### src/hdl/mkd_pkg.sv
// Morse key decoder package: shared types, register codes and the tree ROM.
// No dependencies; used by every other file of the block.

package mkd_pkg;

  localparam int unsigned TimeW   = 32;
  localparam int unsigned ThreshW = 16;
  localparam int unsigned IdxW    = 6;
  localparam int unsigned StepW   = 5;
  localparam int unsigned CharW   = 7;
  localparam int unsigned CfgIdxW = 2;
  localparam int unsigned CfgDatW = 16;

  localparam logic [IdxW-1:0]    TreeTop      = 6'd31;
  localparam logic [StepW-1:0]   StepReset    = 5'd16;
  localparam logic [ThreshW-1:0] DashReset    = 16'd120;
  localparam logic [ThreshW-1:0] GapReset     = 16'd1000;

  typedef enum logic [CfgIdxW-1:0] {
    CFG_DASH_THRESHOLD = 2'd0,
    CFG_GAP_THRESHOLD  = 2'd1,
    CFG_ECHO_ENABLE    = 2'd2
  } cfg_idx_e;

  typedef enum logic [1:0] {
    EV_NONE = 2'd0,
    EV_DOT  = 2'd1,
    EV_DASH = 2'd2,
    EV_CHAR = 2'd3
  } event_e;

  typedef struct packed {
    logic [ThreshW-1:0] dash_threshold_ms;
    logic [ThreshW-1:0] gap_threshold_ms;
    logic               echo_enable;
  } cfg_t;

  typedef struct packed {
    logic             key_down;
    logic [TimeW-1:0] now_ms;
  } item_t;

  typedef struct packed {
    event_e           event_res;
    logic [CharW-1:0] character;
    logic             speaker_on;
  } result_t;

  // Dichotomic Morse tree, left = dot, right = dash, root at index 31.
  localparam logic [7:0] TREE_ROM [64] = '{
    "5", "H", "4", "S", "?", "V", "3", "I", "?", "F", "?", "U", "?", "?", "2", "E",
    "?", "L", "?", "R", "?", "?", "?", "A", "?", "P", "?", "W", "?", "J", "1", " ",
    "6", "B", "?", "D", "?", "X", "?", "N", "?", "C", "?", "K", "?", "Y", "?", "T",
    "7", "Z", "?", "G", "?", "Q", "?", "M", "8", "?", "?", "O", "9", "?", "0", "?"
  };

endpackage

### src/hdl/mkd_in_if.sv
// Input channel of the Morse key decoder: valid/ready plus one key sample.
// Depends on mkd_pkg for field widths.

interface mkd_in_if;
  logic                      valid;
  logic                      ready;
  logic                      key_down;
  logic [mkd_pkg::TimeW-1:0] now_ms;

  modport source (output valid, output key_down, output now_ms, input ready);
  modport sink   (input valid, input key_down, input now_ms, output ready);
endinterface

### src/hdl/mkd_out_if.sv
// Result channel of the Morse key decoder: valid/ready plus one result.
// Depends on mkd_pkg for the event type and field widths.

interface mkd_out_if;
  logic                      valid;
  logic                      ready;
  mkd_pkg::event_e           event_res;
  logic [mkd_pkg::CharW-1:0] character;
  logic                      speaker_on;

  modport source (output valid, output event_res, output character, output speaker_on,
                  input ready);
  modport sink   (input valid, input event_res, input character, input speaker_on,
                  output ready);
endinterface

### src/hdl/mkd_core.sv
// Decoder state and per-sample decode logic: press timing, tree walk, emit.
// Depends on mkd_pkg; state advances only when the top level strobes advance_i.

module mkd_core (
  input  logic             clk_i,
  input  logic             rst_ni,
  input  logic             advance_i,
  input  mkd_pkg::item_t   item_i,
  input  mkd_pkg::cfg_t    cfg_i,
  output mkd_pkg::result_t result_o
);
  import mkd_pkg::*;

  logic               key_was_down_q, key_was_down_d;
  logic [TimeW-1:0]   press_start_q, press_start_d;
  logic [TimeW-1:0]   release_time_q, release_time_d;
  logic               waiting_q, waiting_d;
  logic [IdxW-1:0]    tree_index_q, tree_index_d;
  logic [StepW-1:0]   step_size_q, step_size_d;

  logic [TimeW-1:0]   press_dur;
  logic [TimeW-1:0]   gap_dur;
  logic               is_dash;
  logic               gap_done;
  logic [IdxW-1:0]    step_ext;

  assign press_dur = item_i.now_ms - press_start_q;
  assign gap_dur   = item_i.now_ms - release_time_q;
  assign is_dash   = press_dur > {{(TimeW-ThreshW){1'b0}}, cfg_i.dash_threshold_ms};
  assign gap_done  = gap_dur > {{(TimeW-ThreshW){1'b0}}, cfg_i.gap_threshold_ms};
  assign step_ext  = {{(IdxW-StepW){1'b0}}, step_size_q};

  always_comb begin
    key_was_down_d = item_i.key_down;
    press_start_d  = press_start_q;
    release_time_d = release_time_q;
    waiting_d      = waiting_q;
    tree_index_d   = tree_index_q;
    step_size_d    = step_size_q;

    result_o.event_res  = EV_NONE;
    result_o.character  = '0;
    result_o.speaker_on = item_i.key_down & cfg_i.echo_enable;

    if (item_i.key_down) begin
      if (!key_was_down_q) begin
        press_start_d = item_i.now_ms;
      end
    end else if (key_was_down_q) begin
      // Release: classify the press and walk one level down the tree.
      if (is_dash) begin
        tree_index_d       = tree_index_q + step_ext;
        result_o.event_res = EV_DASH;
      end else begin
        tree_index_d       = tree_index_q - step_ext;
        result_o.event_res = EV_DOT;
      end
      step_size_d    = step_size_q >> 1;
      release_time_d = item_i.now_ms;
      waiting_d      = 1'b1;
    end else if (waiting_q && gap_done) begin
      result_o.event_res = EV_CHAR;
      result_o.character = TREE_ROM[tree_index_q][CharW-1:0];
      tree_index_d       = TreeTop;
      step_size_d        = StepReset;
      waiting_d          = 1'b0;
    end
  end

  always_ff @(posedge clk_i or negedge rst_ni) begin
    if (!rst_ni) begin
      key_was_down_q <= 1'b0;
      press_start_q  <= '0;
      release_time_q <= '0;
      waiting_q      <= 1'b0;
      tree_index_q   <= TreeTop;
      step_size_q    <= StepReset;
    end else if (advance_i) begin
      key_was_down_q <= key_was_down_d;
      press_start_q  <= press_start_d;
      release_time_q <= release_time_d;
      waiting_q      <= waiting_d;
      tree_index_q   <= tree_index_d;
      step_size_q    <= step_size_d;
    end
  end

endmodule

### src/hdl/morse_key_decoder_unit.sv
// Morse key decoder: one key sample in, one result out per transfer. Each sample
// is captured in an input register, decoded in a single pass against the decoder
// state (one 32-bit subtract and compare per timer, a 64-entry character ROM),
// and the result is held in an output register. A sample is taken every clock
// cycle as long as the result side keeps up. A stalled result register stops the
// decoder, and ready drops as soon as the input register holds a sample.
// Configuration writes apply on the clock edge after the write enable.

module morse_key_decoder_unit (
  input  logic                        clk_i,
  input  logic                        rst_ni,
  input  logic                        cfg_we_i,
  input  logic [mkd_pkg::CfgIdxW-1:0] cfg_idx_i,
  input  logic [mkd_pkg::CfgDatW-1:0] cfg_wdata_i,
  mkd_in_if.sink                      in_ch,
  mkd_out_if.source                   out_ch
);
  import mkd_pkg::*;

  cfg_t    cfg_q;
  logic    in_valid_q;
  item_t   in_item_q;
  logic    out_valid_q;
  result_t out_res_q;
  result_t core_res;
  logic    advance;
  logic    in_xfer;

  // Decode the held sample whenever the result register is free or draining.
  assign advance     = in_valid_q && (!out_valid_q || out_ch.ready);
  assign in_ch.ready = !in_valid_q || advance;
  assign in_xfer     = in_ch.valid && in_ch.ready;

  always_ff @(posedge clk_i or negedge rst_ni) begin
    if (!rst_ni) begin
      cfg_q.dash_threshold_ms <= DashReset;
      cfg_q.gap_threshold_ms  <= GapReset;
      cfg_q.echo_enable       <= 1'b0;
    end else if (cfg_we_i) begin
      case (cfg_idx_e'(cfg_idx_i))
        CFG_DASH_THRESHOLD: cfg_q.dash_threshold_ms <= cfg_wdata_i[ThreshW-1:0];
        CFG_GAP_THRESHOLD:  cfg_q.gap_threshold_ms  <= cfg_wdata_i[ThreshW-1:0];
        CFG_ECHO_ENABLE:    cfg_q.echo_enable       <= cfg_wdata_i[0];
        default: ;
      endcase
    end
  end

  always_ff @(posedge clk_i or negedge rst_ni) begin
    if (!rst_ni) begin
      in_valid_q <= 1'b0;
    end else if (in_xfer) begin
      in_valid_q <= 1'b1;
    end else if (advance) begin
      in_valid_q <= 1'b0;
    end
  end

  always_ff @(posedge clk_i) begin
    if (in_xfer) begin
      in_item_q.key_down <= in_ch.key_down;
      in_item_q.now_ms   <= in_ch.now_ms;
    end
  end

  mkd_core u_core (
    .clk_i     (clk_i),
    .rst_ni    (rst_ni),
    .advance_i (advance),
    .item_i    (in_item_q),
    .cfg_i     (cfg_q),
    .result_o  (core_res)
  );

  always_ff @(posedge clk_i or negedge rst_ni) begin
    if (!rst_ni) begin
      out_valid_q <= 1'b0;
    end else if (advance) begin
      out_valid_q <= 1'b1;
    end else if (out_ch.ready) begin
      out_valid_q <= 1'b0;
    end
  end

  always_ff @(posedge clk_i) begin
    if (advance) begin
      out_res_q <= core_res;
    end
  end

  assign out_ch.valid      = out_valid_q;
  assign out_ch.event_res  = out_res_q.event_res;
  assign out_ch.character  = out_res_q.character;
  assign out_ch.speaker_on = out_res_q.speaker_on;

endmodule

### src/flat_wrapper.sv
// flat-port wrapper written by rule: the top's interface ports become plain ports
module morse_key_decoder_unit_flat import mkd_pkg::*;
  (clk_i, rst_ni, cfg_we_i, cfg_idx_i, cfg_wdata_i, in_ch_valid, in_ch_key_down, in_ch_now_ms, in_ch_ready, out_ch_valid, out_ch_event_res, out_ch_character, out_ch_speaker_on, out_ch_ready);
  mkd_in_if in_ch_i ();
  mkd_out_if out_ch_i ();
  input  logic clk_i;
  input  logic rst_ni;
  input  logic cfg_we_i;
  input  logic [mkd_pkg::CfgIdxW-1:0] cfg_idx_i;
  input  logic [mkd_pkg::CfgDatW-1:0] cfg_wdata_i;
  input wire logic [$bits(in_ch_i.valid)-1:0] in_ch_valid;
  input wire logic [$bits(in_ch_i.key_down)-1:0] in_ch_key_down;
  input wire logic [$bits(in_ch_i.now_ms)-1:0] in_ch_now_ms;
  output wire logic [$bits(in_ch_i.ready)-1:0] in_ch_ready;
  output wire logic [$bits(out_ch_i.valid)-1:0] out_ch_valid;
  output wire logic [$bits(out_ch_i.event_res)-1:0] out_ch_event_res;
  output wire logic [$bits(out_ch_i.character)-1:0] out_ch_character;
  output wire logic [$bits(out_ch_i.speaker_on)-1:0] out_ch_speaker_on;
  input wire logic [$bits(out_ch_i.ready)-1:0] out_ch_ready;
  assign in_ch_i.valid = in_ch_valid;
  assign in_ch_i.key_down = in_ch_key_down;
  assign in_ch_i.now_ms = in_ch_now_ms;
  assign in_ch_ready = in_ch_i.ready;
  assign out_ch_valid = out_ch_i.valid;
  assign out_ch_event_res = out_ch_i.event_res;
  assign out_ch_character = out_ch_i.character;
  assign out_ch_speaker_on = out_ch_i.speaker_on;
  assign out_ch_i.ready = out_ch_ready;
  morse_key_decoder_unit u_core (.clk_i(clk_i), .rst_ni(rst_ni), .cfg_we_i(cfg_we_i), .cfg_idx_i(cfg_idx_i), .cfg_wdata_i(cfg_wdata_i), .in_ch(in_ch_i), .out_ch(out_ch_i));
endmodule
### config.mk
export PLATFORM = sky130hd
export DESIGN_NAME = morse_key_decoder_unit_flat
export DESIGN_NICKNAME = d
export VERILOG_FILES = /design/src/hdl/mkd_pkg.sv /design/src/hdl/mkd_in_if.sv /design/src/hdl/mkd_out_if.sv /design/src/hdl/mkd_core.sv /design/src/hdl/morse_key_decoder_unit.sv /design/src/flat_wrapper.sv
export SDC_FILE = /design/constraint.sdc
export NUM_CORES = 1
export LEC_CHECK = 0
export BUFFER_PORTS_ARGS = -buffer_cell sky130_fd_sc_hd__buf_4
export CORE_ASPECT_RATIO = 0.8
export CORE_MARGIN = 2
export CORE_UTILIZATION = 45
export DETAILED_ROUTE_END_ITERATION = 12
export PLACE_DENSITY_LB_ADDON = 0.25
export SYNTH_ARGS = -nofsm -noshare
export SYNTH_HDL_FRONTEND = slang
export SYNTH_HIERARCHICAL = 1
export SYNTH_SLANG_ARGS = --single-unit
### constraint.sdc
create_clock -name clk_i -period 6.9 [get_ports clk_i]
set_input_delay 1.035 -clock clk_i [delete_from_list [all_inputs] [get_ports clk_i]]
set_output_delay 1.035 -clock clk_i [all_outputs]
set_load 0.01 [all_outputs]
==> metrics.yaml, run 1 <==
worst_setup_path:
  end_kind: "register"
  crit_type: "register to register"
  rr_startpoint: "u_core/in_item_q[1]"
  worstPathRequired_ps: 7220
  r2r-end: "u_core/u_core/tree_index_q[5]"
  cp.arrival_ps: 6310
  worstSetupStartpointType: "register"
  r2r_slack_ps: 910
  reg2reg_depth: 25
  worstPathMaxFanout: 4
power_and_ir_drop:
  p_sw_mw: 2.21
  ir_drop_uv: 184
  p_int_mw: 3.04
  power.density_nw_per_um2: 413
  combinationalPowerShare_pct: 54.6
  clkPwrFrac_pct: 19.1
  power.leakage_nw: 5.60
  p_seq_share_pct: 26.3
  swShare_pct: 42.1
logic_synthesis:
  synth_flop_cell: "dfrtp_1"
  post_synth_num_cell_types: 85
  async_flop_share_pct: 72.3
  synth_top_cell_by_area: "dfrtp_1"
  synth-simple-area-share_pct: 14.1
  syn_area_um2: 11400
  seq_area_frac_synth_pct: 36.2
  synthAdderAreaFrac_pct: 12.2
  syn_inst: 1238
  syn_avg_cell_area_um2: 9.19
  synth_top_family_by_area: "compound AO/OA/AOI/OAI gates"
  synthTopCellsByArea: "dfrtp_1 (21%), ha_1 (12%), edfxtp_1 (11%), mux2_2 (6.4%), a21oi_1 (4.4%)"
  synth_top_area_share_pct: 21.1
  yosys.area_share.xor_xnor_pct: 4.31
  synthesis.nets: 1403
  synthMuxAreaShare_pct: 7.83
  ys_ff_latch: 155
  synth_edf_count: 43
  synth_compound_area_share_pct: 19.4
  synth_warnings: 6
placement:
  dp_cells: 1587
  dpl-instance-area_um2: 12100
  port_buffers: 67
  dpl.hpwl_um: 20300
  gp_congestion: 0.919
global_route:
  grt_use_total_pct: 21.1
  grt_pass1_wl_um: 44700
  grt_max_degree: 70
  grt-ovfl-total: 0
  antenna_found_initial: 0
  grt_pass1_vias: 8650
sta:
  fin_tns_setup_ps: 0
  rsz0062_at_grt: "no"
  hold-worst-slack_ps: 485
  post-route-period-util_pct: 86.9
  hold_viol_final: 0
  period_needed_ps: 5990
  fmax_mhz: 167
  setup_violations: 0
  max-slew-margin-rel_pct: 36.4
  maxSlewViolCount: 0
  worstMarginPinSlew_ps: 953
  clock_skew_ps: 12.6
routing:
  avgRoutedWirePerCell_um: 16.7
  drt_iter0_markers: 712
  routed-via-count: 9065
  via_per_inst: 5.60
  drcViolationCount: 0
  drt-pass1-iter-count: 5
  finalWirelength_um: 27000
  drt.antenna.violating_nets: 0
floorplanning:
  ioPinCount: 68
  rows: 52
  die_area_um2: 26600
  core_area_um2: 25000
  die_h_um: 146
  die_x_um: 182
  initial_utilization_pct: 45.4
min_path:
  holdCritStartpoint: "u_core/u_core/release_time_q[1]"
  hold_depth: 2
  min-delay-path-class: "register to register"
  holdPathEnd: "u_core/u_core/release_time_q[1]"
clock_network:
  clock-sinks: 155
  cts_tree: "built"
  h-tree-depth: 4
  cts_root_buffer: "clkbuf_16"
  clk_pin_slew_ps: 60
  postCtsSetupRepairBufs: 0
  clk_latency_ps: 440
  holdBufCountCts: 0
  cts_resized: 0
  numCtsBuffers: 17
  cts_buffer_depth: 2
layout:
  diodes: 0
  drive_gt1_share_pct: 16.8
  utilization_pct: 50.9
  fin_cells: 1619
  area_growth_pct: 12.0
  finalInstanceArea_um2: 12700
  layout_common_cells: "inv_1 (125), nand2_1 (115), ha_1 (106), a21oi_1 (99), dfrtp_1 (96)"
  finalNetCount: 1447
  mostFrequentLayoutCell: "inv_1"
status:
  status: "finished, final reports clean"
job:
  cap_violations: 0
power groups by stage:
stage	logic (mW)	clock network [mW]	registers, mW
3_5_place_dp	2.82	0	1.40
4_1_cts	2.85	1.03	1.38
6_report	2.87	1.00	1.38
2_1_floorplan	2.29	0	1.30
3_3_place_gp	2.79	0	1.39
5_1_grt	3.23	1.07	1.42
state kept, by name (all words and copies together) (netlist names):
register and flops:
u_core/u_core/key_was_down_q 1, u_core/out_ch.speaker_on 1, u_core/cfg_q 33, u_core/u_core/waiting_q 1
u_core/u_core/step_size_q 5, u_core/u_core/press_start_q 32, u_core/u_core/release_time_q 32, u_core/out_ch.valid 1
u_core/u_core/tree_index_q 6, u_core/out_ch.event_res 2, u_core/in_item_q 33, u_core/in_valid_q 1
u_core/out_ch.character 7
area by class of cell:
type | count | area, um2
fillers | 2288 | 12300
multi-input cells | 911 | 6590
flip-flops and latches | 155 | 4110
repair buffers | 70 | 526
inverters | 127 | 477
clock buffers | 18 | 429
well taps | 324 | 405
clock inverters | 14 | 195
metrics by stage:
step	worst slack, ps	total power [mW]
global route	523	5.73
global placement	1050	4.18
finish	906	5.26
CTS	912	5.26
detailed placement	968	4.22
floorplan	1550	3.58
kinds of logic (layout without fill, tap and decap cells):
logic type,Yosys count,in the layout
compound gates,341,341
xor+xnor,56,56
fa+ha+maj,109,109
buf+inv,172,229
flops,155,155
mux,77,77
simple gates,328,328
Yosys cell counts (4+ instances only):
cell type / count
inv_1: 125
nand2_1: 115
ha_1: 106
a21oi_1: 99
dfrtp_1: 96
o21ai_0: 84
nor2_1: 68
mux2_2: 65
edfxtp_1: 43
xnor2_1: 39
nand3_1: 31
clkbuf_1: 29
a21o_1: 25
nand2b_1: 18
nand4_1: 18
xor2_1: 17
dfstp_2: 16
nor2b_1: 14
nor3_1: 13
a31oi_1: 12
and2_1: 12
buf_2: 12
o21a_1: 12
o21bai_1: 12
o211ai_1: 11
a211oi_1: 9
mux2i_1: 8
a211o_1: 7
a21oi_2: 7
nand3b_1: 6
o21ai_1: 6
or3_1: 6
a2111oi_0: 5
o22ai_1: 5
a221oi_1: 4
and3_1: 4
o2111ai_1: 4
o31ai_1: 4
how the worst max path moves through the flow:
| stage | start | to | slack [ps] | cells past startpoint |
|---|---|---|---|---|
| final | u_core/in_item_q[1] | u_core/u_core/tree_index_q[5] | 910 | 25 |
| after global routing | u_core/in_item_q[1] | u_core/u_core/tree_index_q[5] | 520 | 25 |
| after CTS | u_core/in_item_q[1] | u_core/u_core/tree_index_q[5] | 910 | 25 |
| after detailed placement | u_core/in_item_q[0] | u_core/u_core/tree_index_q[5] | 970 | 26 |
| after global placement | u_core/in_item_q[0] | u_core/u_core/tree_index_q[5] | 1050 | 26 |
| after floorplan | u_core/in_item_q[0] | u_core/u_core/tree_index_q[5] | 1550 | 26 |
layer usage:
metal,routed length [um],track usage (%),vias up
met2,11500,31.4,244
met3,1550,4.96,29
met1,13600,30.8,4286
li1,-,-,4506
met5,0,0,-
met4,318,5.20,0
worst max-delay path: stages, from the launching register on:
cell and delay, ps:
edfxtp_1 440, inv_1 130, fa_1 460, nand2b_1 190, a211o_1 320, a21oi_1 190
or2_2 160, a41oi_1 130, xnor2_1 160, ha_1 290, nand4_1 120, or2_2 330
o32ai_1 390, o2111ai_1 210, or3_1 340, a211o_1 300, a21oi_1 270, ha_1 280
a21o_1 160, a21o_1 180, and2_1 160, o21ai_0 130, nand2b_1 110, and3_1 190
mux2i_1 120, o211ai_1 110
No activity file was read; power rests on OpenSTA's default activity.
==> run 2: changes to the inputs <==
Settings changed: GPL_ROUTABILITY_DRIVEN set to 1.
Clock period 6.9 ns to 7.4 ns, I/O delays scaled along.
==> run 2 against run 1 <==
  * Sequential power shrank 7%
  * Cell area is essentially flat
  * Non-clock buffer count is the same
  * Combinational power shrank 6%
  * Routed wire length grew 0.44%
  * Sequential share of layout area is essentially flat
  * Critical endpoint unchanged
==> metrics.yaml, run 2 (synthesis gave the netlist of run 1 again) <==
sta:
  maxSlewViolCount: 0  # unchanged
  worstMarginPinSlew_ps: 954  # +0.876 ps
  fin_tns_setup_ps: 0  # unchanged
  setup_violations: 0  # unchanged
  fmax_mhz: 167  # +0.38%
  rsz0062_at_grt: "no"
  period_needed_ps: 5970  # -22.6 ps
  clock_skew_ps: 9.09  # -3.55 ps
  hold-worst-slack_ps: 477  # -8.07 ps
  max-slew-margin-rel_pct: 36.4  # -0.059 points
  hold_viol_final: 0  # unchanged
  post-route-period-util_pct: 80.7  # -6.2 points
floorplanning:
  initial_utilization_pct: 45.4  # unchanged
  core_area_um2: 25000  # unchanged
  die_h_um: 146  # unchanged
  die_area_um2: 26600  # unchanged
  ioPinCount: 68  # unchanged
  die_x_um: 182  # unchanged
  rows: 52  # unchanged
clock_network:
  clk_latency_ps: 440  # about the same
  cts_resized: 0  # unchanged
  h-tree-depth: 4  # unchanged
  cts_buffer_depth: 2  # unchanged
  postCtsSetupRepairBufs: 0  # unchanged
  holdBufCountCts: 0  # unchanged
  clock-sinks: 155  # unchanged
  numCtsBuffers: 17  # unchanged
  cts_root_buffer: "clkbuf_16"
  cts_tree: "built"
  clk_pin_slew_ps: 60  # about the same
placement:
  dpl.hpwl_um: 20400  # +0.28%
  gp_congestion: 0.919  # about the same
  port_buffers: 67  # unchanged
layout:
  drive_gt1_share_pct: 16.8  # unchanged
  layout_common_cells: "inv_1 (125), nand2_1 (115), ha_1 (106), a21oi_1 (99), dfrtp_1 (96)"
  fillCellCount: 2303  # +0.66%
  mostFrequentLayoutCell: "inv_1"
  diodes: 0  # unchanged
  area_growth_pct: 12.1  # about the same
  reg_top3: "u_core/cfg_q (33), u_core/in_item_q (33)"
  finalNetCount: 1447  # unchanged
worst_setup_path:
  cp_slowest_cell: "fa_1"
  path_common_cell: "ha_1"
  worstPathRequired_ps: 7710  # +490 ps
  reg2reg_depth: 26  # +4.0%
  cp_slowest_stage_delay_ps: 410  # -50 ps
  crit_family: "compound AO/OA/AOI/OAI gates"
  path_buf_inv: 1  # unchanged
  r2r_slack_ps: 1430  # +520 ps
  cp.depth: 26  # +4.0%
  worstSetupStartpointType: "register"
  crit_type: "register to register"
  end_kind: "register"
  worstPathMaxFanout: 4  # unchanged
  cp.arrival_ps: 6280  # -30 ps
status:
  status: "finished, final reports clean"
global_route:
  antenna_found_initial: 0  # unchanged
  grt-ovfl-total: 0  # unchanged
  grt_pass1_vias: 8625  # -0.29%
  grt_pass1_wl_um: 45000  # +0.70%
  grt_max_degree: 70  # unchanged
  grt_use_total_pct: 21.1  # +0.052 points
power_and_ir_drop:
  power.density_nw_per_um2: 387  # -6.3%
  ir_drop_uv: 184  # about the same
  power.leakage_nw: 5.60  # +0.13%
routing:
  drt_iter0_markers: 725  # +1.8%
  drt.antenna.violating_nets: 0  # unchanged
  finalWirelength_um: 27100  # +0.44%
  routed-via-count: 9049  # -0.18%
  avgRoutedWirePerCell_um: 16.7  # +0.44%
  via_per_inst: 5.59  # -0.18%
  drt-pass1-iter-count: 5  # unchanged
  drcViolationCount: 0  # unchanged
min_path:
  hold_depth: 1  # -1
  min-delay-path-class: "register to register"
job:
  cap_violations: 0  # unchanged
## run 2: cell count changes in the layout (fill, tap and decap cells not counted), sizes merged
cell and change:
clkinvlp -1, clkbuf +1
## run 2: per-layer routing
| metal | global-route usage (%) | part of all wire (%) |
|---|---|---|
| met1 | 32.0 | 52 |
| met2 | 31.2 | 42 |
| met3 | 3.77 | 4.3 |
| met4 | 4.92 | 1.3 |
| met5 | 0 | 0 |
## run 2: stage by stage
step                      utilization, %  power [mW]  area, um2  instances  setup slack (ps)
after floorplan                        -        3.34      11400       1238              2050
after global placement              48.4        3.90      12100       1587              1530
after detailed placement            48.4        3.95      12100       1587              1450
after CTS                           50.9        4.93      12700       1619              1410
after global routing                50.9        5.36      12700       1619               993
final                               50.9        4.93      12700       1619              1430
## run 2: worst paths after layout
check | from | endpoint
min in group asynchronous | rst_ni | u_core/u_core/release_time_q[23]
max in group asynchronous | rst_ni | u_core/u_core/release_time_q[6]
max | u_core/in_item_q[0] | u_core/u_core/tree_index_q[5]
max reg2reg | u_core/in_item_q[0] | u_core/u_core/tree_index_q[5]
min reg2reg | u_core/in_valid_q | u_core/out_ch.valid
min | u_core/in_valid_q | u_core/out_ch.valid
## run 2: power breakdown
| part | leakage [nW] | switching [mW] | internal, mW |
|---|---|---|---|
| Combinational | 3.56 | 1.53 | 1.16 |
| Sequential | 1.74 | 0.177 | 1.11 |
| Clock | 0.302 | 0.372 | 0.576 |
## run 2: final cells by class
type / count / area (um2) / share of cell area [%]
multi-input cells: 911 / 6590 / 51.7
flip-flops and latches: 155 / 4110 / 32.3
repair buffers: 70 / 526 / 4.12
inverters: 127 / 477 / 3.74
clock buffers: 19 / 443 / 3.47
well taps: 324 / 405 / 3.18
clock inverters: 13 / 191 / 1.50
## run 2: worst register-to-register path, cell delays in order, from the launching register on
cell       delay, ps
edfxtp_1         320
inv_1             70
ha_1             230
fa_1             410
nand2b_1         180
a211o_1          300
a21oi_1          180
or2_2            160
a41oi_1          130
xnor2_1          150
ha_1             300
nand4_1          130
or2_2            330
o32ai_1          360
o2111ai_1        210
or3_1            340
a211o_1          290
a21oi_1          260
ha_1             280
a21o_1           160
a21o_1           180
and2_1           160
o21ai_0          150
nand2b_1         120
and3_1           200
mux2i_1          140
o211ai_1         110
==> run 3: changes to the inputs <==
Clock period 7.4 ns to 6 ns, I/O delays scaled along.
==> run 3 against run 2 <==
  * Critical path depth decreased by 5
  * Clock power grew 27%
  * Final cell count is 0.56% higher
  * Flip-flop and latch count stayed put
  * Clock-buffer cell count shrank 1
  * Worst setup slack got worse by 1300 ps
  * Critical path type unchanged
==> metrics.yaml, run 3 (synthesis gave the netlist of run 1 again) <==
clock_network:
  clk_pin_slew_ps: 70  # about the same
  clock-sinks: 155  # unchanged
  clk_latency_ps: 440  # about the same
  numCtsBuffers: 17  # unchanged
  cts_buffer_depth: 2  # unchanged
  cts_tree: "built"
  h-tree-depth: 4  # unchanged
  cts_root_buffer: "clkbuf_16"
sta:
  clock_skew_ps: 13.2  # +4.09 ps
  maxSlewViolCount: 0  # unchanged
  max-slew-margin-rel_pct: 36.9  # +0.57 points
  fmax_mhz: 171  # +2.3%
  post-route-period-util_pct: 97.3  # +17 points
  setup_violations: 0  # unchanged
  hold_viol_final: 0  # unchanged
  period_needed_ps: 5840  # -135 ps
  worstMarginPinSlew_ps: 945  # -8.68 ps
routing:
  wl_met3_um: 1310  # +12%
  avgRoutedWirePerCell_um: 16.7  # -0.25%
  drt-pass1-iter-count: 5  # unchanged
  routed-via-count: 9172  # +1.4%
  wl_met1_um: 13900  # -2.1%
  finalWirelength_um: 27200  # +0.30%
  drt_iter0_markers: 768  # +5.9%
  via_per_inst: 5.63  # +0.80%
  wl_met2_um: 11700  # +2.5%
  drcViolationCount: 0  # unchanged
  highest_layer: "met4"
  drt.antenna.violating_nets: 0  # unchanged
floorplanning:
  rows: 52  # unchanged
  initial_utilization_pct: 45.4  # unchanged
  core_area_um2: 25000  # unchanged
  ioPinCount: 68  # unchanged
  die_area_um2: 26600  # unchanged
  die_x_um: 182  # unchanged
  die_h_um: 146  # unchanged
global_route:
  grt-ovfl-total: 0  # unchanged
  grt_pass1_wl_um: 44800  # -0.32%
  antenna_found_initial: 0  # unchanged
  grt_pass1_vias: 8608  # -0.20%
  grt_max_degree: 70  # unchanged
  grt_use_total_pct: 21.1  # +0.027 points
power_and_ir_drop:
  p_sw_mw: 2.57  # +24%
  power.leakage_nw: 5.64  # +0.70%
  power.density_nw_per_um2: 478  # +24%
  clkPwrFrac_pct: 19.5  # +0.3 points
  combinationalPowerShare_pct: 54.7  # about the same
  p_int_mw: 3.59  # +26%
  p_seq_share_pct: 25.9  # -0.3 points
  swShare_pct: 41.7  # -0.40 points
  ir_drop_uv: 230  # +25%
worst_setup_path:
  cp.arrival_ps: 6000  # -280 ps
  worstPathRequired_ps: 6160  # -1550 ps
  crit_family: "simple AND/OR/NAND/NOR gates"
  crit_chain: "ha_1 > a21oi_2 > nand2_1 > or2_2 > a21oi_1 > nand2_1 > a21oi_1 > o21bai_1 > a21oi_1 > o21bai_1 > xor2_1 > ha_1 > nand4_1 > nor4_1 > a31oi_1 > or3_1 > a311oi_1 > o2111ai_1 > or4_1 > o211ai_2 > nor2_1"
  cp_slowest_stage_delay_ps: 580  # +170 ps
  worstPathMaxFanout: 7  # +3
  path_buf_inv: 0  # -1
  worstSetupStartpointType: "register"
  path_common_cell: "a21oi_1"
  cp_slowest_cell: "or4_1"
  crit_type: "register to register"
  end_kind: "register"
layout:
  finalInstanceArea_um2: 12900  # +1.1%
  mostFrequentLayoutCell: "inv_1"
  drive_gt1_share_pct: 18.0  # +1.2 points
  layout_common_cells: "inv_1 (125), nand2_1 (115), ha_1 (102), a21oi_1 (98), dfrtp_1 (96)"
  finalNetCount: 1456  # +0.62%
  area_growth_pct: 13.3
  diodes: 0  # unchanged
  reg_top3: "u_core/cfg_q (33), u_core/in_item_q (33)"
  fin_cells: 1628  # +0.56%
placement:
  dp_cells: 1592  # +0.32%
  gp_congestion: 0.934  # +1.6%
  dpl-instance-area_um2: 12200  # +0.31%
  dpl.hpwl_um: 20500  # +0.81%
  port_buffers: 67  # unchanged
min_path:
  min-delay-path-class: "primary input to async pin"
status:
  status: "finished, final reports clean"
job:
  cap_violations: 0  # unchanged
-- run 3: cell type report --
type	instances	area, um2
Clock buffer	18	429
Tap cell	324	405
Timing Repair Buffer	79	593
Multi-Input combinational cell	911	6650
Sequential cell	155	4110
Fill cell	2298	12200
Clock inverter	14	219
Inverter	127	477
-- run 3: power by group through the flow --
stage                     clock network [mW]  logic [mW]  registers (mW)
after floorplan                            0        2.63            1.49
final                                   1.20        3.37            1.59
after detailed placement                   0        3.25            1.61
after global placement                     0        3.22            1.60
after global routing                    1.27        3.79            1.63
after CTS                               1.23        3.28            1.59
-- run 3: stage by stage --
step | util (%) | worst slack (ps) | power (mW) | hold WS (ps) | TNS [ps]
detailed placement | 48.5 | 92.8 | 4.86 | 472 | 0
global placement | 48.5 | 225 | 4.82 | 458 | 0
finish | 51.4 | 164 | 6.16 | 437 | 0
floorplan | - | 653 | 4.12 | 449 | 0
global route | 51.4 | -63.6 | 6.69 | 485 | -63.6
CTS | 51.1 | 43.2 | 6.10 | 453 | 0
-- run 3: timing repair --
item	4_1_cts	5_1_grt
hold buffers	0	0
resized for setup	0	11
setup buffers	0	4
setup endpoints to repair	0	1
-- run 3: final timing paths --
check	from	to	slack, ps	depth (start not counted)
max in group asynchronous	rst_ni	u_core/u_core/step_size_q[2]	4250	2
min reg2reg	u_core/in_valid_q	u_core/out_ch.valid	480	1
min	rst_ni	u_core/u_core/release_time_q[23]	440	1
max	u_core/in_item_q[4]	u_core/out_ch.character[6]	160	21
min in group clk_i	u_core/in_valid_q	u_core/out_ch.valid	480	1
max reg2reg	u_core/in_item_q[4]	u_core/out_ch.character[6]	160	21
-- run 3: layer usage --
layer	vias to the layer above	track usage, %
met1	4419	31.3
met4	0	5.04
met5	-	0
met3	21	4.37
met2	207	31.7
li1	4525	-
